## src/hdl/assert_macros.svh

```systemverilog
// Assertion macros shared by the trigger qualifier RTL.
// Depends on nothing; the bodies are empty when SYNTHESIS is defined.
`ifndef ASSERT_MACROS_SVH
`define ASSERT_MACROS_SVH
`ifndef SYNTHESIS
// Property that must hold at every rising clock edge outside reset.
`define MTQ_ASSERT(lbl, clk, rst_n, prop, msg) \
  lbl: assert property (@(posedge clk) disable iff (!rst_n) prop) else $error(msg);
// Condition that must never be true at a rising clock edge outside reset.
`define MTQ_ASSERT_NEVER(lbl, clk, rst_n, cond, msg) \
  lbl: assert property (@(posedge clk) disable iff (!rst_n) !(cond)) else $error(msg);
`else
`define MTQ_ASSERT(lbl, clk, rst_n, prop, msg)
`define MTQ_ASSERT_NEVER(lbl, clk, rst_n, cond, msg)
`endif
`endif

```

## src/hdl/mtq_entry_ram.sv

```systemverilog
// Simple dual-port synchronous RAM holding the per-entry trigger state.
// One write and one registered read per cycle; depends on nothing.
module mtq_entry_ram #(
  parameter int WIDTH = 8,
  parameter int DEPTH = 64,
  parameter int AW = $clog2(DEPTH)
) (
  input  logic             clk_i,
  input  logic             rd_en_i,
  input  logic [AW-1:0]    rd_addr_i,
  output logic [WIDTH-1:0] rd_data_o,
  input  logic             wr_en_i,
  input  logic [AW-1:0]    wr_addr_i,
  input  logic [WIDTH-1:0] wr_data_i
);

  logic [WIDTH-1:0] mem_q [DEPTH];
  logic [WIDTH-1:0] rd_data_q;

  // Write port.
  always_ff @(posedge clk_i) begin
    if (wr_en_i) begin
      mem_q[wr_addr_i] <= wr_data_i;
    end
  end

  // Read port; the data holds while no read is issued.
  always_ff @(posedge clk_i) begin
    if (rd_en_i) begin
      rd_data_q <= mem_q[rd_addr_i];
    end
  end

  assign rd_data_o = rd_data_q;

endmodule

```

## config.mk

```make
export PLATFORM = sky130hd
export DESIGN_NAME = mtq_entry_ram
export DESIGN_NICKNAME = d
export VERILOG_FILES = /design/src/hdl/assert_macros.svh /design/src/hdl/mtq_entry_ram.sv
export SDC_FILE = /design/constraint.sdc
export NUM_CORES = 1
export LEC_CHECK = 0
export BUFFER_PORTS_ARGS = -buffer_cell sky130_fd_sc_hd__buf_2
export CAP_MARGIN = 15
export CORE_ASPECT_RATIO = 0.7
export CORE_MARGIN = 3
export CORE_UTILIZATION = 62
export DETAILED_ROUTE_END_ITERATION = 6
export PLACE_DENSITY = 0.79
export SYNTH_ARGS = -nofsm -noshare
export SYNTH_HDL_FRONTEND = slang
export SYNTH_SLANG_ARGS = --single-unit
```

## constraint.sdc

```tcl
create_clock -name clk_i -period 2.3 [get_ports clk_i]
set_input_delay 0.345 -clock clk_i [delete_from_list [all_inputs] [get_ports clk_i]]
set_output_delay 0.345 -clock clk_i [all_outputs]
set_load 0.005 [all_outputs]
```

## Word level (Yosys, flattened, before mapping)

Memories as Yosys holds them, arrays and structs flattened. A register that Yosys moved wholly into a read port is not among the register bits.
Index checks and enable logic that the tools add are counted.

- Latch bits: 0
- Logic and storage cells: 3
- Memory bits (writable): 512
- Register bits after elaboration: 0
- Memories: 1
- Bits in read-only memories: 0

Memory list:

| name | depth | bits a word | rd ports | clocked after Yosys merged registers in | wr ports | line | text |
|---|---|---|---|---|---|---|---|
| mem_q | 64 | 8 | 1 | 1 | 1 | mtq_entry_ram.sv:17 | `logic [WIDTH-1:0] mem_q [DEPTH];` |

- Magnitude comparators: 0
- Mux-type cells: 2
- Add/subtract/negate cells: 0
- Equal/unequal tests: 0
- Divide/modulo/power cells: 0
- Reduce and logical (&&, ||, !) cells: 0
- Shift operators: 0
- Multipliers: 0
- Bitwise gates (word level): 0

Operators with widths:

| operator | count |
|---|---|
| 1-bit 2-to-1 mux | 2 |

## Logic depth before layout (Yosys ltp)

- Depth after elaboration: 2
- Gate-level depth with buffers: 9
- Mapped depth without buffers: 5

## Worst setup path after synthesis

No wires, ideal clock.

- Kind: input to register
- Start: input port rd_addr_i[1]
- End: register rd_data_q[3], in the netlist rd_data_o[3] (read register of mem_q) (data pin)
- Cell stages on the path: 7
- Data required time: 2,034 ps
- Setup slack: 149 ps
- Data arrival time: 1,885 ps
- Path buffers: 3
- Setup time: 266 ps
- Cells stage by stage: buf_4 -> buf_2 -> buf_2 -> mux4_2 -> mux4_2 -> o21ai_1 -> o41ai_1

RTL lines:

| element | line | text |
|---|---|---|
| start: declaration | mtq_entry_ram.sv:10 | `input logic [AW-1:0] rd_addr_i,` |
| end: declaration | mtq_entry_ram.sv:18 | `logic [WIDTH-1:0] rd_data_q;` |

==> metrics.yaml <==
syn-num-nets: 963
rows: 54
clockBufferDepth: 3
netlist_instances: 940
total_power_w: 0.0194
n_fill_cell: 1680
path_buf_inv: 1
hpwl_um: 29600
yosys_most_used_dff: "edfxtp_1"
cap_violations: 0
synth-edff-count: 520
drt_iter0_markers: 1497
max_freq_mhz: 450
worstHoldPathType: "input pin to flip-flop"
antenna_cells: 0
finalHoldViolations: 0
cts_inserted_buffers: 45
cts_tree: "done"
clockRootBuffer: "clkbuf_16"
die_y_um: 157
cts_setup_buffers: 0
netlist_area_mm2: 0.0202
rr_startpoint: "mem_q[3][3]$_DFFE_PP_"
layout_min_cycle_time_ns: 2.22
ys_seq_area_share_pct: 77.1
antenna_found_initial: 1
initial_core_util_pct: 63.9
finalCritPeriodShare_pct: 96.7
dieArea_mm2: 0.0349
fin_setup_tns_ns: 0
async_flop_share_pct: 0
ioPinCount: 31
cts_resized: 0
dr.pass1.iters: 6
coreArea_mm2: 0.0317
worstPathMaxFanout: 1
syn_avg_cell_area_um2: 21.5
grt_max_degree: 65
cts.sinks: 520
max_slew.worst_pin.slew_ns: 0.765
multi_input_area_mm2: 0.00432
dp.cells: 1485
area_growth_pct: 15.9
hold_end: "rd_data_o[4]$_DFFE_PP_"
grt_pass1_vias: 10600
rr_worst_depth: 5
grt-ovfl-total: 0
hold_start: "rd_en_i"
rsz0062_at_grt: "false"
cp.arrival_ns: 2.52
yosys.area.top_type_share_pct: 77.1
cp-end-kind: "flip-flop"
grt_use_total_pct: 27.2
dieWidth_um: 222
io_buffers: 30
clk_pin_slew_ns: 0.07
cpMaxStageDelayCell: "a2111oi_0"
htree_levels: 2
status: "complete, no violations"
path_depth: 5
reg2reg_setup_slack_ns: 0.08
post-route-drc-count: 0
drv_slew: 0
cts_hold_buf: 0
synth_seq_cells: 520
fin_ws_ns: 0.0770
vias_per_cell: 6.58
skew_ns: 0.0159
synth_area_leader_cell: "edfxtp_1"
p_leak_nw: 7.67
cp_cell_sequence: "mux4_2, nor2b_1, a2111oi_0, buf_4, o41ai_1"
clk_latency_ns: 0.56
worstSetupStartpointType: "flip-flop"
place_congestion: 0.909
criticalPathCategory: "flip-flop to flip-flop"
drive_gt1_share_pct: 33.5
yosysWarnings: 0
layout.nets: 1136
cp.required_ns: 2.60
wl_per_cell_um: 29.2
powerDensity_mw_per_mm2: 826
grt_pass1_wl_um: 68700
fin_cells: 1568
synth_cell_types: 39
dp_slack_ns: -0.286
rr_endpoint: "rd_data_o[3]$_DFFE_PP_"
synth_area_leaders: "edfxtp_1 (77%), mux4_2 (14%), nor2_1 (1.5%)"
hold_depth: 1
ant_nets: 0
vias: 10300
wl_um: 45800
critPathMaxStageDelay_ns: 0.70
critPathLaunch: "mem_q[3][3]$_DFFE_PP_"
ir_worst_vdd_v: 0.000724
final-seq-area_mm2: 0.0156
slew_headroom_pct: 47.7
setup_viol: 0
cpLargestDelayFamily: "compound AO/OA/AOI/OAI gates"
## through the flow
| stage | util (%) | instance area [um^2] | hold slack, ns |
|---|---|---|---|
| 4_1_cts | 74.0 | 23500 | 0.136 |
| 6_report | 74.1 | 23500 | 0.157 |
| 3_5_place_dp | 69.2 | 21900 | 0.721 |
| 3_3_place_gp | 69.2 | 21900 | 0.722 |
| 5_1_grt | 74.1 | 23500 | 0.138 |
| 2_1_floorplan | - | 20200 | 0.444 |
## cells by family (layout without fill, tap and decap cells)
| logic type | after synthesis | after routing | share of synthesized area (%) |
|---|---|---|---|
| compound gates | 54 | 54 | 2.06 |
| buf+inv | 51 | 259 | 1.56 |
| flops | 520 | 520 | 77.1 |
| mux | 162 | 162 | 15.9 |
| simple gates | 153 | 153 | 3.37 |
## worst max-delay path by stage
| stage | to | slack [ns] |
|---|---|---|
| 2_1_floorplan | rd_data_o[3]$_DFFE_PP_ | 0.15 |
| 3_3_place_gp | rd_data_o[3]$_DFFE_PP_ | -0.35 |
| 3_5_place_dp | rd_data_o[3]$_DFFE_PP_ | -0.29 |
| 4_1_cts | rd_data_o[6]$_DFFE_PP_ | 0.13 |
| 5_1_grt | rd_data_o[6]$_DFFE_PP_ | 0.06 |
| 6_report | rd_data_o[3]$_DFFE_PP_ | 0.08 |
## flip-flops by register name (all words and copies together), names as in the netlist
signal     flops
rd_data_o      8
mem_q        512
## metal layers
layer / global-route usage [%] / up-vias / wire [um]
met5: 0 / - / 0
met4: 8.40 / 0 / 1470
met3: 5.91 / 113 / 5200
met2: 41.4 / 660 / 21000
met1: 40.8 / 5272 / 18100
li1: - / 4272 / -
## cells in the mapped netlist, types with 3 or more instances
cell type    n
edfxtp_1   520
mux4_2     126
nor2_1      83
mux2i_1     23
nand2_1     19
clkbuf_1    17
nor2b_1     14
buf_4       13
mux2_2      13
nand3_1     13
buf_2       11
o221ai_1     8
o22ai_1      8
nand2b_1     7
nor3_1       7
a221oi_1     6
a211oi_1     4
buf_1        4
buf_6        4
a21oi_1      3
a22oi_1      3
nand3b_1     3
o2111ai_1    3
o2bb2ai_1    3
## where the power goes
part           leakage [nW]  switching (W)  internal (W)  total [W]
combinational          2.24       0.000619      0.000472    0.00109
sequential             4.69      0.0000314        0.0105     0.0105
clock                 0.747        0.00324       0.00451    0.00775
## area by class of cell
| cell class | instances | share of cell area (%) |
|---|---|---|
| clock inverter | 30 | 1.36 |
| clock buffer | 52 | 5.09 |
| tap | 420 | 2.24 |
| sequential | 520 | 66.5 |
| multi-input combinational | 369 | 18.4 |
| timing repair buffer | 177 | 6.41 |
## cells in the final DEF (no fill, tap or decap), types with 4 or more instances in the layout
cell type / count
bufinv_16: 7
a211oi_1: 4
clkinv_2: 11
nand2b_1: 7
nor2_1: 83
nand3_1: 13
nor3_1: 7
edfxtp_1: 520
buf_2: 27
buf_12: 19
clkinv_1: 10
mux2_2: 13
o221ai_1: 8
nand2_1: 19
clkbuf_1: 5
buf_4: 130
nor2b_1: 14
a221oi_1: 6
mux4_2: 126
clkbuf_16: 47
o22ai_1: 8
mux2i_1: 23
## worst register-to-register path: cells and delay by family, from the launching register on
| family | cells | cell delay, ns |
|---|---|---|
| DFF | 1 | 0.37 |
| muxes | 1 | 0.46 |
| and+or+nand+nor | 1 | 0.17 |
| AOI/OAI and AO/OA | 2 | 0.76 |
| buffers and inverters | 1 | 0.23 |
Note: power is estimated with default switching activity, not from simulation.
