### config.mk
export PLATFORM = sky130hd
export DESIGN_NAME = mtq_eval
export DESIGN_NICKNAME = d
export VERILOG_FILES = /design/src/hdl/assert_macros.svh /design/src/hdl/mtq_pkg.sv /design/src/hdl/mtq_eval.sv
export SDC_FILE = /design/constraint.sdc
export NUM_CORES = 1
export LEC_CHECK = 0
export ABC_AREA = 1
export BUFFER_PORTS_ARGS = -buffer_cell sky130_fd_sc_hd__buf_2
export CAP_MARGIN = 5
export CORE_ASPECT_RATIO = 0.8
export CORE_UTILIZATION = 50
export DETAILED_ROUTE_END_ITERATION = 8
export PLACE_DENSITY_LB_ADDON = 0.3
export SLEW_MARGIN = 25
export SYNTH_ARGS = -nofsm -noshare
export SYNTH_HDL_FRONTEND = slang
export SYNTH_SLANG_ARGS = --single-unit
### constraint.sdc
create_clock -name vclk -period 3.33
set_input_delay 0 -clock vclk [all_inputs]
set_output_delay 0 -clock vclk [all_outputs]
set_load 0.02 [all_outputs]
### src/hdl/assert_macros.svh
// Assertion macros shared by the trigger qualifier RTL.
// Depends on nothing; the bodies are empty when SYNTHESIS is defined.
`ifndef ASSERT_MACROS_SVH
`define ASSERT_MACROS_SVH
`ifndef SYNTHESIS
// Property that must hold at every rising clock edge outside reset.
`define MTQ_ASSERT(lbl, clk, rst_n, prop, msg) \
  lbl: assert property (@(posedge clk) disable iff (!rst_n) prop) else $error(msg);
// Condition that must never be true at a rising clock edge outside reset.
`define MTQ_ASSERT_NEVER(lbl, clk, rst_n, cond, msg) \
  lbl: assert property (@(posedge clk) disable iff (!rst_n) !(cond)) else $error(msg);
`else
`define MTQ_ASSERT(lbl, clk, rst_n, prop, msg)
`define MTQ_ASSERT_NEVER(lbl, clk, rst_n, cond, msg)
`endif
`endif

### src/hdl/mtq_pkg.sv
// Types, codes and helper functions of the MIDI trigger qualifier.
// Used by mtq_cfg_regs, mtq_eval and the top level; depends on nothing.
package mtq_pkg;

  // Table geometry and timing constants.
  localparam int SOURCE_SLOTS = 4;
  localparam int CHANNELS = 16;
  localparam int ENTRIES = SOURCE_SLOTS * CHANNELS;
  localparam int ENTRY_AW = $clog2(ENTRIES);
  localparam int TIME_BITS = 32;
  localparam logic [15:0] SETTLE_MS = 16'd200;
  localparam int APB_AW = 5;

  typedef logic [TIME_BITS-1:0] time_t;

  // Transaction opcodes.
  typedef enum logic [1:0] {
    OP_OBSERVE    = 2'd0,
    OP_QUARANTINE = 2'd1,
    OP_FORGET     = 2'd2
  } opcode_e;

  typedef enum logic {
    KIND_NOTE = 1'b0,
    KIND_CC   = 1'b1
  } trig_kind_e;

  typedef enum logic [1:0] {
    BEH_PULSE = 2'd0,
    BEH_GATE  = 2'd1,
    BEH_OTHER = 2'd2
  } behavior_e;

  typedef enum logic [1:0] {
    EDGE_RISING  = 2'd0,
    EDGE_FALLING = 2'd1,
    EDGE_BOTH    = 2'd2
  } edge_sel_e;

  // Register indexes of the configuration port.
  typedef enum logic [2:0] {
    REG_TRIGGER_KIND   = 3'd0,
    REG_BEHAVIOR_MODE  = 3'd1,
    REG_EDGE_SELECT    = 3'd2,
    REG_MIN_VELOCITY   = 3'd3,
    REG_HIGH_THRESHOLD = 3'd4,
    REG_LOW_THRESHOLD  = 3'd5,
    REG_DEBOUNCE_MS    = 3'd6
  } reg_idx_e;

  // States of the top-level sequencer.
  typedef enum logic [1:0] {
    ST_IDLE,
    ST_LOOKUP,
    ST_SWEEP,
    ST_FLUSH
  } state_e;

  typedef struct packed {
    logic        trigger_kind;
    logic [1:0]  behavior_mode;
    logic [1:0]  edge_select;
    logic [6:0]  min_velocity;
    logic [6:0]  high_threshold;
    logic [6:0]  low_threshold;
    logic [15:0] debounce_ms;
  } cfg_t;

  // One table entry. last_value[7] and region[1] are their valid flags.
  typedef struct packed {
    logic       held_down;
    logic       armed;
    logic       blocked;
    logic       is_pulse;
    logic [7:0] last_value;
    logic [1:0] region;
    time_t      last_change_time;
    time_t      last_fire_time;
    logic       has_fired;
  } entry_t;

  typedef struct packed {
    logic changed;
    logic activated;
    logic held;
    logic released;
    logic ready;
  } result_t;

  // Elapsed time modulo 2^TIME_BITS compared against a 16-bit limit.
  function automatic logic elapsed_ge(time_t now, time_t then, logic [15:0] limit);
    time_t diff;
    diff = now - then;
    return diff >= TIME_BITS'(limit);
  endfunction

  // Entry after a quarantine: pulse or held entries become blocked.
  function automatic entry_t quarantine_entry(entry_t e, time_t now);
    entry_t q;
    q = e;
    q.blocked = e.is_pulse | e.held_down;
    q.last_change_time = now;
    return q;
  endfunction

  function automatic logic slot_in_range(logic [1:0] slot);
    return {30'd0, slot} < 32'(SOURCE_SLOTS);
  endfunction

endpackage

### src/hdl/mtq_eval.sv
// Update of one table entry for an observed note or controller event.
// Depends on mtq_pkg for the entry, result and configuration types.
module mtq_eval (
  input  mtq_pkg::cfg_t   cfg_i,
  input  mtq_pkg::entry_t entry_i,
  input  logic [6:0]      val_i,
  input  logic            note_on_i,
  input  mtq_pkg::time_t  now_i,
  input  logic            allow_i,
  output mtq_pkg::entry_t entry_o,
  output mtq_pkg::result_t result_o
);

  mtq_pkg::entry_t ent;
  logic prev, down, raw_ok, reg_ok, next_hi, next_ok, hold;
  logic gate, changed, candidate, rdy, deb_ok, act;

  always_comb begin
    ent = entry_i;
    down = 1'b0;
    raw_ok = 1'b0;
    reg_ok = 1'b0;
    next_hi = 1'b0;
    next_ok = 1'b0;
    hold = 1'b0;
    changed = 1'b0;
    candidate = 1'b0;
    gate = cfg_i.behavior_mode == mtq_pkg::BEH_GATE;
    prev = entry_i.held_down;
    ent.is_pulse = (cfg_i.trigger_kind == mtq_pkg::KIND_CC) &&
                   (cfg_i.behavior_mode == mtq_pkg::BEH_PULSE);

    if (cfg_i.trigger_kind == mtq_pkg::KIND_NOTE) begin
      // Notes: a note-off (or zero velocity) re-arms and unblocks the entry.
      down = note_on_i && (val_i != 7'd0);
      changed = down != prev;
      if (!down) begin
        ent.armed = 1'b1;
        ent.blocked = 1'b0;
      end
      candidate = down && !prev && entry_i.armed && (val_i >= cfg_i.min_velocity);
      ent.held_down = down;
      ent.last_value = {1'b1, val_i};
    end else begin
      // Controllers: a blocked pulse entry clears after the settle time.
      raw_ok = entry_i.last_value[7];
      reg_ok = entry_i.region[1];
      changed = !raw_ok || (entry_i.last_value[6:0] != val_i);
      if (entry_i.blocked && ent.is_pulse &&
          mtq_pkg::elapsed_ge(now_i, entry_i.last_change_time, mtq_pkg::SETTLE_MS)) begin
        ent.blocked = 1'b0;
      end
      if (changed) begin
        ent.last_change_time = now_i;
        // Hysteresis; the high test wins when the thresholds cross.
        priority if (val_i >= cfg_i.high_threshold) begin
          next_hi = 1'b1;
          next_ok = 1'b1;
        end else if (val_i <= cfg_i.low_threshold) begin
          next_hi = 1'b0;
          next_ok = 1'b1;
        end else begin
          next_hi = entry_i.region[0];
          next_ok = reg_ok;
        end
        if (raw_ok && reg_ok && (next_hi != entry_i.region[0])) begin
          candidate = (cfg_i.edge_select == mtq_pkg::EDGE_BOTH) ||
                      (next_hi && (cfg_i.edge_select == mtq_pkg::EDGE_RISING)) ||
                      (!next_hi && (cfg_i.edge_select == mtq_pkg::EDGE_FALLING));
        end
        ent.region = next_ok ? {1'b1, next_hi} : 2'b00;
        ent.last_value = {1'b1, val_i};
        ent.armed = next_ok;
        hold = gate && next_ok &&
               ((cfg_i.edge_select == mtq_pkg::EDGE_RISING) ? next_hi : !next_hi);
        ent.held_down = hold;
        if (!hold && gate) begin
          ent.blocked = 1'b0;
        end
      end
    end

    // Firing needs permission, a ready entry and the debounce interval.
    rdy = ent.armed && !ent.blocked;
    deb_ok = !entry_i.has_fired ||
             mtq_pkg::elapsed_ge(now_i, entry_i.last_fire_time, cfg_i.debounce_ms);
    act = candidate && allow_i && rdy && deb_ok;
    if (act) begin
      ent.last_fire_time = now_i;
      ent.has_fired = 1'b1;
    end
  end

  assign entry_o = ent;
  assign result_o = '{changed:   changed,
                      activated: act,
                      held:      ent.held_down,
                      released:  prev && !ent.held_down,
                      ready:     rdy};

endmodule

* After elaboration in Yosys (flattened, before gate mapping)
Cells that the tools add are included.
** Storage, ports and cells
- Register bits :: 0
- Bits of input ports :: 162
- Word-level logic and storage cells :: 69
** Operators by class
- Add/sub/neg operators :: 2
- Order comparisons :: 5
- Equal/unequal tests :: 6
- Multiplexer cells :: 23
- Reductions and logical operators :: 33
** Operators by type and width (number)
- $sub A32 B32 Y32 :: 2
- $mux W42 :: 1
- $mux W34 :: 1
- $mux W33 :: 1
- $ge A32 B16 Y1 :: 1
- $ge A32 B8 Y1 const B :: 1
- $logic_and A1 B1 Y1 :: 19
- $mux W1 :: 15
- $ge A7 B7 Y1 :: 2
- $mux W8 :: 1
- $le A7 B7 Y1 :: 1
- $logic_not A1 Y1 :: 7
- $ne A7 B7 Y1 :: 1
- $reduce_bool A7 Y1 :: 1
- $mux W3 :: 2
- $eq A2 B1 Y1 const B :: 2
- $logic_not A2 Y1 :: 2
- $logic_or A1 B1 Y1 :: 4
- $mux W2 :: 2
- $eq A2 B2 Y1 const B :: 1
- $ne A1 B1 Y1 :: 2

* Depth between registers and ports, before layout
- Word-level depth :: 18
- Gate-level depth with buffers :: 25
- Depth with buffers taken out :: 24

* Worst setup path after synthesis
OpenSTA, ideal clock, no wires.
- Path type :: input to output
- Start :: input port now_i[0]
- End :: output port entry_o[10] in the netlist's numbering
- Data arrival time :: 2721 ps
- Slack :: 609 ps
- Stages :: 23
- Path through :: inv_1 > ha_1 > inv_1 > fa_1 > nand3_1 > nand2_1 > nand2_1 > nand2_1 > nand3_1 > nand2_1 > xor2_1 > ha_1 > nand2_1 > inv_1 > nand3_1 > o221ai_1 > a21oi_1 > nand4_4 > nor2_8 > inv_6 > buf_6 > nand3_2 > nand2_1
** RTL lines
- from (decl) :: RTL line mtq_eval.sv:8 : input mtq_pkg::time_t now_i,
- to (decl) :: RTL line mtq_eval.sv:10 : output mtq_pkg::entry_t entry_o,

==> metrics.md <==
| Metric | Value |
|---|---|
| Critical path endpoint category | `primary output` |
| Max-slew violation count | `0` |
| FILL cells | `1,439` |
| Slew Limit Headroom | `0.6433` |
| Rows | `39` |
| RSZ-0062 raised after global routing | `yes` |
| Vias in the first global route | `7,888` |
| Vias/cell | `5.268` |
| Fin cells | `1,800` |
| DRC | `0` |
| First-pass GRT wire length | `38,910 um` |
| Starting DRT DRC Count | `778` |
| Lkg Pwr | `5.385 nW` |
| Synth Area in Compound Gates | `0.1616` |
| Setup-failing EPs final | `0` |
| Ports | `246` |
| Dpl hpwl | `22,150 um` |
| Cells after DPL | `1,794` |
| Tmin final | `3232 ps` |
| Xor and xnor area share after synthesis | `0.03113` |
| Syn-to-layout area delta | `20.53%` |
| Final Hold Vio Count | `0` |
| GR met1 Demand/Resource | `0.4493` |
| Max Freq | `309.4 MHz` |
| Largest cells by area after synthesis | `nand2_1 23%, ha_1 17%, inv_1 14%, nor2_1 5.5%, a21oi_1 5.3%` |
| Cell area after synthesis | `0.007315 mm2` |
| Largest net degree at the start of global routing | `40` |
| Total GRT Usage | `0.3237` |
| Place WS | `43.84 ps` |
| Met2 Use GR | `0.5289` |
| Final Cycle Share | `0.9705` |
| Post-synth top area cell | `nand2_1` |
| Post-route core utilization | `0.6166` |
| Yosys top cell area share | `0.2340` |
| Die H | `110.2 um` |
| GPL Wtd Cong | `0.9645` |
| DR WL/cell | `14.34 um` |
| Critical Path Source Type | `input port` |
| Synth cell types | `45` |
| Initial Util | `0.5116` |
| CP required | `3330 ps` |
| Crit Path Category | `input port to primary output` |
| Most Used Layer, Global Route | `met2` |
| Final nets | `1,883` |
| Die Wd | `137.2 um` |
| Worst Path Max Fanout | `14` |
| Setup slack after layout | `98.39 ps` |
| Core area | `0.01430 mm2` |
| Synthesized instance count | `1,385` |
| Largest family of logic cells by synthesized area | `simple AND/OR/NAND/NOR gates` |
| Most common cell after layout, fill and taps aside | `nand2_1` |
| Number of input and output port buffers inserted | `244` |
| Max Cap Violations | `0` |
| Met3 Use GR | `0.03338` |
| Layout clock buffers | `0` |
| Multiplexer share of the synthesized area | `0` |
| Adder-Cell Fraction of Synth Area | `0.1782` |
| Die area | `0.01512 mm2` |
| Initial antenna violation count | `0` |
| Layout cell share with drive strength beyond 1 | `0.2123` |
| Worst-margin pin slew | `530.9 ps` |
| Area share of and/or/nand/nor cells after synthesis | `0.4559` |
| Sequential share of the synthesized area | `0` |
| Most frequent cells in the layout | `452 x nand2_1, 275 x inv_1, 242 x buf_2` |
| Global route total overflow | `0` |
| Setup TNS | `0 ps` |
| Diodes inserted | `0` |
| Mapped Nets | `1,650` |
| Hold Buf Count CTS | `0` |
| DR vias | `9,483` |
| Worst vdd ir | `0.1025 mV` |
| DRT Pass-1 Iters | `5` |
| Worst EP arrival | `3230 ps` |
| Status | `finished clean` |
| Number of routed nets with antenna violations | `0` |
| WHS | `287.6 ps` |
| Synth warnings | `0` |
| Class of the worst hold path | `input port to primary output` |
| Seq Cell Count | `0` |
| Syn Area/Cell | `5.281 um2` |
| PwrDens | `173.9 mW/mm2` |
| Register area | `0 um2` |
| Final wirelength | `25,810 um` |
[worst max-delay path: stages]
cell and delay (ps):
buf_2 120, inv_1 100, ha_1 170, inv_1 70, fa_2 350, nand3_1 90, nand2_2 90, nand2_1 90
nand2_2 80, nand3_2 80, nand2_2 70, xor2_1 150, ha_1 270, nand2_1 100, inv_1 70, nand3_2 90
nor3_2 60, buf_4 140, a21oi_4 160, nand4_4 130, nor2_8 200, inv_8 90, buf_12 160, nand3_2 70
nand2_1 60, buf_2 160
[synth_stat cells (all sizes together), types with 9 or more instances]
| master | n |
|---|---|
| buf | 17 |
| inv | 277 |
| nand3b | 15 |
| xor2 | 22 |
| clkbuf | 14 |
| nand4 | 9 |
| o21ai | 63 |
| o21bai | 39 |
| nand3 | 100 |
| nor3 | 20 |
| nand2 | 476 |
| a21oi | 81 |
| nor2 | 117 |
| ha | 101 |
[path summary, 6_finish.rpt]
kind,startpoint,to,slack (ps),depth (start not counted)
worst min-delay path,val_i[0],entry_o[67],290,2
worst max-delay path,now_i[0],entry_o[19],100,26
[kinds of logic (layout without fill, tap and decap cells)]
family	after synthesis	in the layout
and+or+nand+nor	744	744
buffers and inverters	308	539
AOI/OAI and AO/OA	203	203
adders and majority gates	103	103
xor gates and xnor gates	26	26
other	1	1
[per-stage QoR]
stage / instance area [um2] / power, W
finish: 8816 / 0.001533
global route: 8816 / 0.001707
CTS: 8671 / 0.001475
detailed placement: 8671 / 0.001465
global placement: 8671 / 0.001444
floorplan: 7315 / 0.001019
[routing by layer]
metal,vias up,share of wire
met4,0,0.029
met3,48,0.092
li1,4819,-
met2,486,0.42
met1,4130,0.46
met5,-,0
[power breakdown]
group	switching, W	internal, W	leakage, nW	total, W
Combinational	0.000983	0.000550	5.38	0.00153
Clock	0	0	0	0
Sequential	0	0	0	0
Total	0.000983	0.000550	5.38	0.00153
[cell type report]
| type | instances | area, um2 | area share |
|---|---|---|---|
| repair buffers | 262 | 1426 | 0.1618 |
| inverters | 277 | 1047 | 0.1188 |
| multi-input cells | 1077 | 6112 | 0.6933 |
| well taps | 184 | 230.2 | 0.02611 |
[repair_timing]
item	4_1_cts	5_1_grt
resized for setup	0	20
setup endpoints to repair	0	34
buffers inserted	0	4
Note: power is estimated with default switching activity, not from simulation.
