==> src/hdl/assert_macros.svh <==
// Assertion macros shared by the trigger qualifier RTL.
// Depends on nothing; the bodies are empty when SYNTHESIS is defined.
`ifndef ASSERT_MACROS_SVH
`define ASSERT_MACROS_SVH
`ifndef SYNTHESIS
// Property that must hold at every rising clock edge outside reset.
`define MTQ_ASSERT(lbl, clk, rst_n, prop, msg) \
  lbl: assert property (@(posedge clk) disable iff (!rst_n) prop) else $error(msg);
// Condition that must never be true at a rising clock edge outside reset.
`define MTQ_ASSERT_NEVER(lbl, clk, rst_n, cond, msg) \
  lbl: assert property (@(posedge clk) disable iff (!rst_n) !(cond)) else $error(msg);
`else
`define MTQ_ASSERT(lbl, clk, rst_n, prop, msg)
`define MTQ_ASSERT_NEVER(lbl, clk, rst_n, cond, msg)
`endif
`endif

==> src/hdl/mtq_pkg.sv <==
// Types, codes and helper functions of the MIDI trigger qualifier.
// Used by mtq_cfg_regs, mtq_eval and the top level; depends on nothing.
package mtq_pkg;

  // Table geometry and timing constants.
  localparam int SOURCE_SLOTS = 4;
  localparam int CHANNELS = 16;
  localparam int ENTRIES = SOURCE_SLOTS * CHANNELS;
  localparam int ENTRY_AW = $clog2(ENTRIES);
  localparam int TIME_BITS = 32;
  localparam logic [15:0] SETTLE_MS = 16'd200;
  localparam int APB_AW = 5;

  typedef logic [TIME_BITS-1:0] time_t;

  // Transaction opcodes.
  typedef enum logic [1:0] {
    OP_OBSERVE    = 2'd0,
    OP_QUARANTINE = 2'd1,
    OP_FORGET     = 2'd2
  } opcode_e;

  typedef enum logic {
    KIND_NOTE = 1'b0,
    KIND_CC   = 1'b1
  } trig_kind_e;

  typedef enum logic [1:0] {
    BEH_PULSE = 2'd0,
    BEH_GATE  = 2'd1,
    BEH_OTHER = 2'd2
  } behavior_e;

  typedef enum logic [1:0] {
    EDGE_RISING  = 2'd0,
    EDGE_FALLING = 2'd1,
    EDGE_BOTH    = 2'd2
  } edge_sel_e;

  // Register indexes of the configuration port.
  typedef enum logic [2:0] {
    REG_TRIGGER_KIND   = 3'd0,
    REG_BEHAVIOR_MODE  = 3'd1,
    REG_EDGE_SELECT    = 3'd2,
    REG_MIN_VELOCITY   = 3'd3,
    REG_HIGH_THRESHOLD = 3'd4,
    REG_LOW_THRESHOLD  = 3'd5,
    REG_DEBOUNCE_MS    = 3'd6
  } reg_idx_e;

  // States of the top-level sequencer.
  typedef enum logic [1:0] {
    ST_IDLE,
    ST_LOOKUP,
    ST_SWEEP,
    ST_FLUSH
  } state_e;

  typedef struct packed {
    logic        trigger_kind;
    logic [1:0]  behavior_mode;
    logic [1:0]  edge_select;
    logic [6:0]  min_velocity;
    logic [6:0]  high_threshold;
    logic [6:0]  low_threshold;
    logic [15:0] debounce_ms;
  } cfg_t;

  // One table entry. last_value[7] and region[1] are their valid flags.
  typedef struct packed {
    logic       held_down;
    logic       armed;
    logic       blocked;
    logic       is_pulse;
    logic [7:0] last_value;
    logic [1:0] region;
    time_t      last_change_time;
    time_t      last_fire_time;
    logic       has_fired;
  } entry_t;

  typedef struct packed {
    logic changed;
    logic activated;
    logic held;
    logic released;
    logic ready;
  } result_t;

  // Elapsed time modulo 2^TIME_BITS compared against a 16-bit limit.
  function automatic logic elapsed_ge(time_t now, time_t then, logic [15:0] limit);
    time_t diff;
    diff = now - then;
    return diff >= TIME_BITS'(limit);
  endfunction

  // Entry after a quarantine: pulse or held entries become blocked.
  function automatic entry_t quarantine_entry(entry_t e, time_t now);
    entry_t q;
    q = e;
    q.blocked = e.is_pulse | e.held_down;
    q.last_change_time = now;
    return q;
  endfunction

  function automatic logic slot_in_range(logic [1:0] slot);
    return {30'd0, slot} < 32'(SOURCE_SLOTS);
  endfunction

endpackage

==> src/hdl/mtq_cfg_regs.sv <==
// APB-style configuration registers of the trigger qualifier.
// Depends on mtq_pkg for the register indexes and the cfg_t bundle.
module mtq_cfg_regs (
  input  logic                      clk_i,
  input  logic                      rst_ni,
  input  logic                      psel,
  input  logic                      penable,
  input  logic                      pwrite,
  input  logic [mtq_pkg::APB_AW-1:0] paddr,
  input  logic [31:0]               pwdata,
  output logic [31:0]               prdata,
  output logic                      pready,
  output mtq_pkg::cfg_t             cfg_o
);

  mtq_pkg::cfg_t     cfg_q, cfg_d;
  mtq_pkg::reg_idx_e idx;
  logic              wr_en;

  assign idx = mtq_pkg::reg_idx_e'(paddr[4:2]);
  assign wr_en = psel && penable && pwrite;
  assign pready = 1'b1;

  // Register write decode.
  always_comb begin
    cfg_d = cfg_q;
    if (wr_en) begin
      unique case (idx)
        mtq_pkg::REG_TRIGGER_KIND:   cfg_d.trigger_kind = pwdata[0];
        mtq_pkg::REG_BEHAVIOR_MODE:  cfg_d.behavior_mode = pwdata[1:0];
        mtq_pkg::REG_EDGE_SELECT:    cfg_d.edge_select = pwdata[1:0];
        mtq_pkg::REG_MIN_VELOCITY:   cfg_d.min_velocity = pwdata[6:0];
        mtq_pkg::REG_HIGH_THRESHOLD: cfg_d.high_threshold = pwdata[6:0];
        mtq_pkg::REG_LOW_THRESHOLD:  cfg_d.low_threshold = pwdata[6:0];
        mtq_pkg::REG_DEBOUNCE_MS:    cfg_d.debounce_ms = pwdata[15:0];
        default: cfg_d = cfg_q;
      endcase
    end
  end

  always_ff @(posedge clk_i or negedge rst_ni) begin
    if (!rst_ni) begin
      cfg_q.trigger_kind   <= mtq_pkg::KIND_NOTE;
      cfg_q.behavior_mode  <= mtq_pkg::BEH_PULSE;
      cfg_q.edge_select    <= mtq_pkg::EDGE_RISING;
      cfg_q.min_velocity   <= 7'd1;
      cfg_q.high_threshold <= 7'd96;
      cfg_q.low_threshold  <= 7'd32;
      cfg_q.debounce_ms    <= 16'd0;
    end else begin
      cfg_q <= cfg_d;
    end
  end

  // Register read mux.
  always_comb begin
    unique case (idx)
      mtq_pkg::REG_TRIGGER_KIND:   prdata = 32'(cfg_q.trigger_kind);
      mtq_pkg::REG_BEHAVIOR_MODE:  prdata = 32'(cfg_q.behavior_mode);
      mtq_pkg::REG_EDGE_SELECT:    prdata = 32'(cfg_q.edge_select);
      mtq_pkg::REG_MIN_VELOCITY:   prdata = 32'(cfg_q.min_velocity);
      mtq_pkg::REG_HIGH_THRESHOLD: prdata = 32'(cfg_q.high_threshold);
      mtq_pkg::REG_LOW_THRESHOLD:  prdata = 32'(cfg_q.low_threshold);
      mtq_pkg::REG_DEBOUNCE_MS:    prdata = 32'(cfg_q.debounce_ms);
      default:                     prdata = 32'd0;
    endcase
  end

  assign cfg_o = cfg_q;

endmodule

==> config.mk <==
export PLATFORM = sky130hd
export DESIGN_NAME = mtq_cfg_regs
export DESIGN_NICKNAME = d
export VERILOG_FILES = /design/src/hdl/assert_macros.svh /design/src/hdl/mtq_pkg.sv /design/src/hdl/mtq_cfg_regs.sv
export SDC_FILE = /design/constraint.sdc
export NUM_CORES = 1
export LEC_CHECK = 0
export ABC_AREA = 1
export BUFFER_PORTS_ARGS = -buffer_cell sky130_fd_sc_hd__buf_2
export CAP_MARGIN = 5
export CELL_PAD_IN_SITES_DETAIL_PLACEMENT = 2
export CELL_PAD_IN_SITES_GLOBAL_PLACEMENT = 2
export CORE_MARGIN = 10
export CORE_UTILIZATION = 24
export CTS_CLUSTER_SIZE = 14
export DETAILED_ROUTE_END_ITERATION = 10
export PLACE_DENSITY_LB_ADDON = 0.1
export SLEW_MARGIN = 20
export SYNTH_ARGS = -nofsm -noshare
export SYNTH_HDL_FRONTEND = slang
export SYNTH_SLANG_ARGS = --single-unit
==> constraint.sdc <==
create_clock -name clk_i -period 1.5 [get_ports clk_i]
set_clock_uncertainty 0.2 [all_clocks]
set_input_delay 0.225 -clock clk_i [delete_from_list [all_inputs] [get_ports clk_i]]
set_output_delay 0.225 -clock clk_i [all_outputs]
set_load 0.01 [all_outputs]
* Word level (Yosys, flattened, before mapping) *
Cells that the tools add are included.

word-level totals
  register bits after elaboration = 42
  input bits = 42
  output and inout bits = 75
  logic and storage cells = 24

cells by class
  equality and inequality tests = 6
  mux-type cells = 1
  reduce and logical (&&, ||, !) cells = 10

operators by type and width
  kind                                           number
  one-hot mux 16 bit (7 select lines)            1
  AND reduction 2 bit                            7
  == test 3 bit, second input constant           3
  == test 3 x 2 -> 1 bit, second input constant  2
  == test 3 x 1 -> 1 bit, second input constant  1
  zero test 3 bit                                1
  logical AND 1 bit                              2

* Depth between registers and ports, before layout *
  depth after elaboration = 3
  depth in mapped cells = 8
  depth with buffers taken out = 6

* Worst setup path before layout *
Ideal clock, no wire load.

  path kind = input to output
  start point = in paddr[3] (netlist name)
  end point = out prdata[10]
  arrival = 1.022 ns
  data required time = 1.075 ns
  setup slack = 0.053 ns
  cell stages on the path = 6
  buffers on the path = 2
  path through = buf_6 inv_2 nor2_4 nand2_4 buf_2 nor2_1

on the way
  cells in the longest elaborated chain, start to end = 2
  elaborated cells on any way between the ends = 8
  classes of those cells = eq/ne (6); mux (1); reduce/logical (1)

ends and longest elaborated chain
  element                                RTL line            RTL
  from (decl)                            mtq_cfg_regs.sv:9   input logic [mtq_pkg::APB_AW-1:0] paddr,
  == test 3 bit (tied with other cells)  mtq_cfg_regs.sv:57  unique case (idx)
  one-hot mux 16 bit (7 select lines) *  mtq_cfg_regs.sv:57
  to (decl)                              mtq_cfg_regs.sv:11  output logic [31:0] prdata,

Mark *: on every way between the ends. The rest lies on a longest branch, timed or not.

* Final worst setup path *
  start point = reg cfg_q (netlist bit cfg_o[30])
  end point = out prdata[0]

on the way
  cells in the longest elaborated chain, start to end = 1

ends and longest elaborated chain
  element                              RTL line            RTL
  from (decl)                          mtq_cfg_regs.sv:16  mtq_pkg::cfg_t cfg_q, cfg_d;
  from (signal assigned)               mtq_cfg_regs.sv:51  cfg_q <= cfg_d;
  one-hot mux 16 bit (7 select lines)  mtq_cfg_regs.sv:57

Every way passes these cells.

==> metrics.md <==
| Metric | Value |
|---|---|
| Status | `complete, but fails checks` |
| Failing checks | `negative hold slack, negative setup slack` |
| Met2 WL | `4290 um` |
| WP data required | `1070 ps` |
| Synth async-reset ratio | `100%` |
| Overall Global Routing Usage | `13.1%` |
| Max-cap viol count | `0` |
| Crit path from | `cfg_o[30]$_DFFE_PN1P_` |
| Die Width | `116 um` |
| Peak VDD IR | `370 uV` |
| Crit path time final | `1650 ps` |
| Vias per cell | `4.50` |
| Post-synthesis area per instance | `8.01 um2` |
| PnR worst setup slack | `-151 ps` |
| Post-Synthesis Cells | `275` |
| GRT overflow | `0` |
| Post-synth top area share | `43.2%` |
| Largest register FFs | `42` |
| Adder-cell share of the synthesized area | `0%` |
| Reg2reg end | `cfg_o[30]$_DFFE_PN1P_` |
| Crit path capture | `prdata[0]` |
| Worst Hold Class | `in2reg` |
| Final ANT Viol Nets | `0` |
| Die Span Y | `116 um` |
| Synth Area in Compound Gates | `8.41%` |
| TritonRoute pass-1 iters | `4` |
| Syn-to-layout area delta | `43.4%` |
| Layout Cells excl Fill | `505` |
| Register-to-register setup slack | `330 ps` |
| R2r startpoint | `cfg_o[30]$_DFFE_PN1P_` |
| P_int | `2.21 mW` |
| CTS tree | `built` |
| GPL Wtd Cong | `0.778` |
| Hpwl dp | `6680 um` |
| Largest net degree at the start of global routing | `43` |
| Crit path DAT | `1230 ps` |
| CP Launch Type | `register` |
| Die Area | `0.0134 mm2` |
| Placed Cells | `477` |
| Initial antenna violation count | `0` |
| Most used DFF post-synth | `dfrtp_1` |
| Ys Warns | `0` |
| Clock transition at path regs | `90 ps` |
| CTS Buf Count | `5` |
| Largest family of logic cells by synthesized area | `simple AND/OR/NAND/NOR gates` |
| Clock share of power | `23.2%` |
| Worst Setup Path Type | `reg2out` |
| Global-route wire length before repair | `13,900 um` |
| Avg WL per Cell | `17.3 um` |
| Iter 0 DRT Violations | `63` |
| Row Count | `34` |
| Starting density of the core | `25.0%` |
| Sequential fraction of design power | `45.4%` |
| Core Region | `0.00881 mm2` |
| CTS Buffer Depth | `2` |
| Hold slack | `-5.46 ps` |
| Top Metal Used | `met4` |
| DRT met1 WL | `3790 um` |
| Metal3 WL | `609 um` |
| Via count | `2,272` |
| Slew Limit Fails | `0` |
| DRC Markers | `0` |
| Synth Area in XOR/XNOR | `0%` |
| Total Wirelength | `8730 um` |
| Max Freq | `606 MHz` |
| H-tree depth | `2` |
| Root Driver | `clkbuf_8` |
| R2R depth | `4` |
| Largest fanout on the critical path | `2` |
| Port bufs | `81` |
| #FFs+latches synth | `42` |
| Most frequent cell after synthesis | `nand2_1` |
| Power, Total | `3.37 mW` |
| Post-Syn Area | `0.00220 mm2` |
| Crit end category | `output pin` |
| Post-Synth Simple-Gate Area | `31.6%` |
| Post-synthesis sequential area ratio | `48.0%` |
| Final Cycle Share | `110%` |
| Post-synth top cells | `nand2_1 (92), dfrtp_1 (38), o21ai_0 (31), nand3_1 (23), buf_4 (18)` |
| Fraction of layout cells with a size suffix above 1 | `35.0%` |
| Sw power | `1.16 mW` |
| Pwr dens | `1070 mW/mm2` |
| Final hold viol count | `1` |
| Area leader, netlist | `dfrtp_1` |
| Layout fillers | `1,081` |
| Boundary Pins | `117` |
| Number of global-route vias before repair | `2,574` |
| Nets | `438` |
| Worst skew pair latency | `290 ps` |
| Combinational power share | `31.4%` |
| Sw frac | `34.5%` |
| Sink Count | `42` |
| Lkg Pwr | `1.74 nW` |
| Ranking of synthesized cells by area | `dfrtp_1 (43%), nand2_1 (16%), o21ai_0 (7.0%)` |
| Finish-stage setup viols | `8` |
| RSZ-0062 raised after global routing | `yes` |
| Unique masters post-synth | `21` |
| Multiplexer area fraction after synthesis | `0%` |
| Number of flops mapped to enable cells by yosys | `0` |
| Diode count | `0` |
## routing by layer
metal / vias up / GRT usage [%]
met3: 4 / 4.39
met2: 59 / 22.4
met4: 0 / 2.00
met5: - / 0
li1: 1092 / -
met1: 1117 / 15.8
## critical path: stages, from the launching register on
cell and delay (ps):
dfstp_2 560, nand4_1 80, nand2_1 80, nor2_1 40
nand2_1 70, buf_6 100
## cell families (layout without fill, tap and decap cells)
kind of cell	Yosys count	after routing
other	2	17
AND/OR/NAND/NOR	150	150
flip-flops	42	42
buffers and inverters	44	151
AO/OA/AOI/OAI	37	37
## power by group through the flow
stage          clock [mW]  combinational [mW]  sequential, mW
2_1_floorplan           0               0.351            1.64
6_report            0.780                1.06            1.53
3_5_place_dp            0               0.938            1.56
5_1_grt             0.860                1.19            1.57
4_1_cts             0.812                1.04            1.54
3_3_place_gp            0               0.913            1.56
## layout make-up
type | count | area, um2 | share of cell area (%)
Clock buffer | 7 | 86.3 | 2.73
Multi-Input combinational cell | 204 | 952 | 30.2
Inverter | 18 | 67.6 | 2.14
Clock inverter | 1 | 5.00 | 0.159
Timing Repair Buffer | 125 | 855 | 27.1
Tap cell | 108 | 135 | 4.28
Sequential cell | 42 | 1060 | 33.5
## what timing repair did
| item | CTS | global route |
|---|---|---|
| setup endpoints to repair | 17 | 20 |
| gates resized for setup | 6 | 10 |
| hold endpoints to repair | 54 | 0 |
| buffers inserted | 6 | 2 |
| hold buffers | 12 | 0 |
| pin swaps | 5 | 3 |
## layout by cell type, fill, tap and decap left out, drive strengths merged
cell type,instances
buf,113
nand2,94
dfrtp,38
o21ai,37
nand3,24
nor2,21
conb,17
inv,17
dlygate4sd3,12
nand4,11
clkbuf,7
dfstp,4
clkinv,2
## per-stage QoR
step | setup TNS (ps) | setup WS [ps] | cell area, um2 | utilization (%)
finish | -430 | -151 | 3160 | 35.8
global route | -1680 | -203 | 3160 | 35.8
CTS | -543 | -163 | 3110 | 35.3
detailed placement | -3570 | -143 | 2830 | 32.1
global placement | -1700 | -141 | 2830 | 32.1
floorplan | 0 | 52.9 | 2260 | -
## worst min path at each step
stage | to | cells after the start | slack, ps | from
after floorplan | cfg_o[0]$_DFFE_PN0P_ | 0 | -270 | rst_ni
after global placement | cfg_o[1]$_DFFE_PN0P_ | 2 | 30 | rst_ni
after detailed placement | cfg_o[0]$_DFFE_PN0P_ | 2 | 30 | rst_ni
after CTS | cfg_o[20]$_DFFE_PN0P_ | 3 | 3 | pwdata[4]
after global routing | cfg_o[25]$_DFFE_PN0P_ | 3 | 4 | pwdata[2]
final | cfg_o[27]$_DFFE_PN0P_ | 3 | -5 | pwdata[4]
No activity file was read; power rests on OpenSTA's default activity.
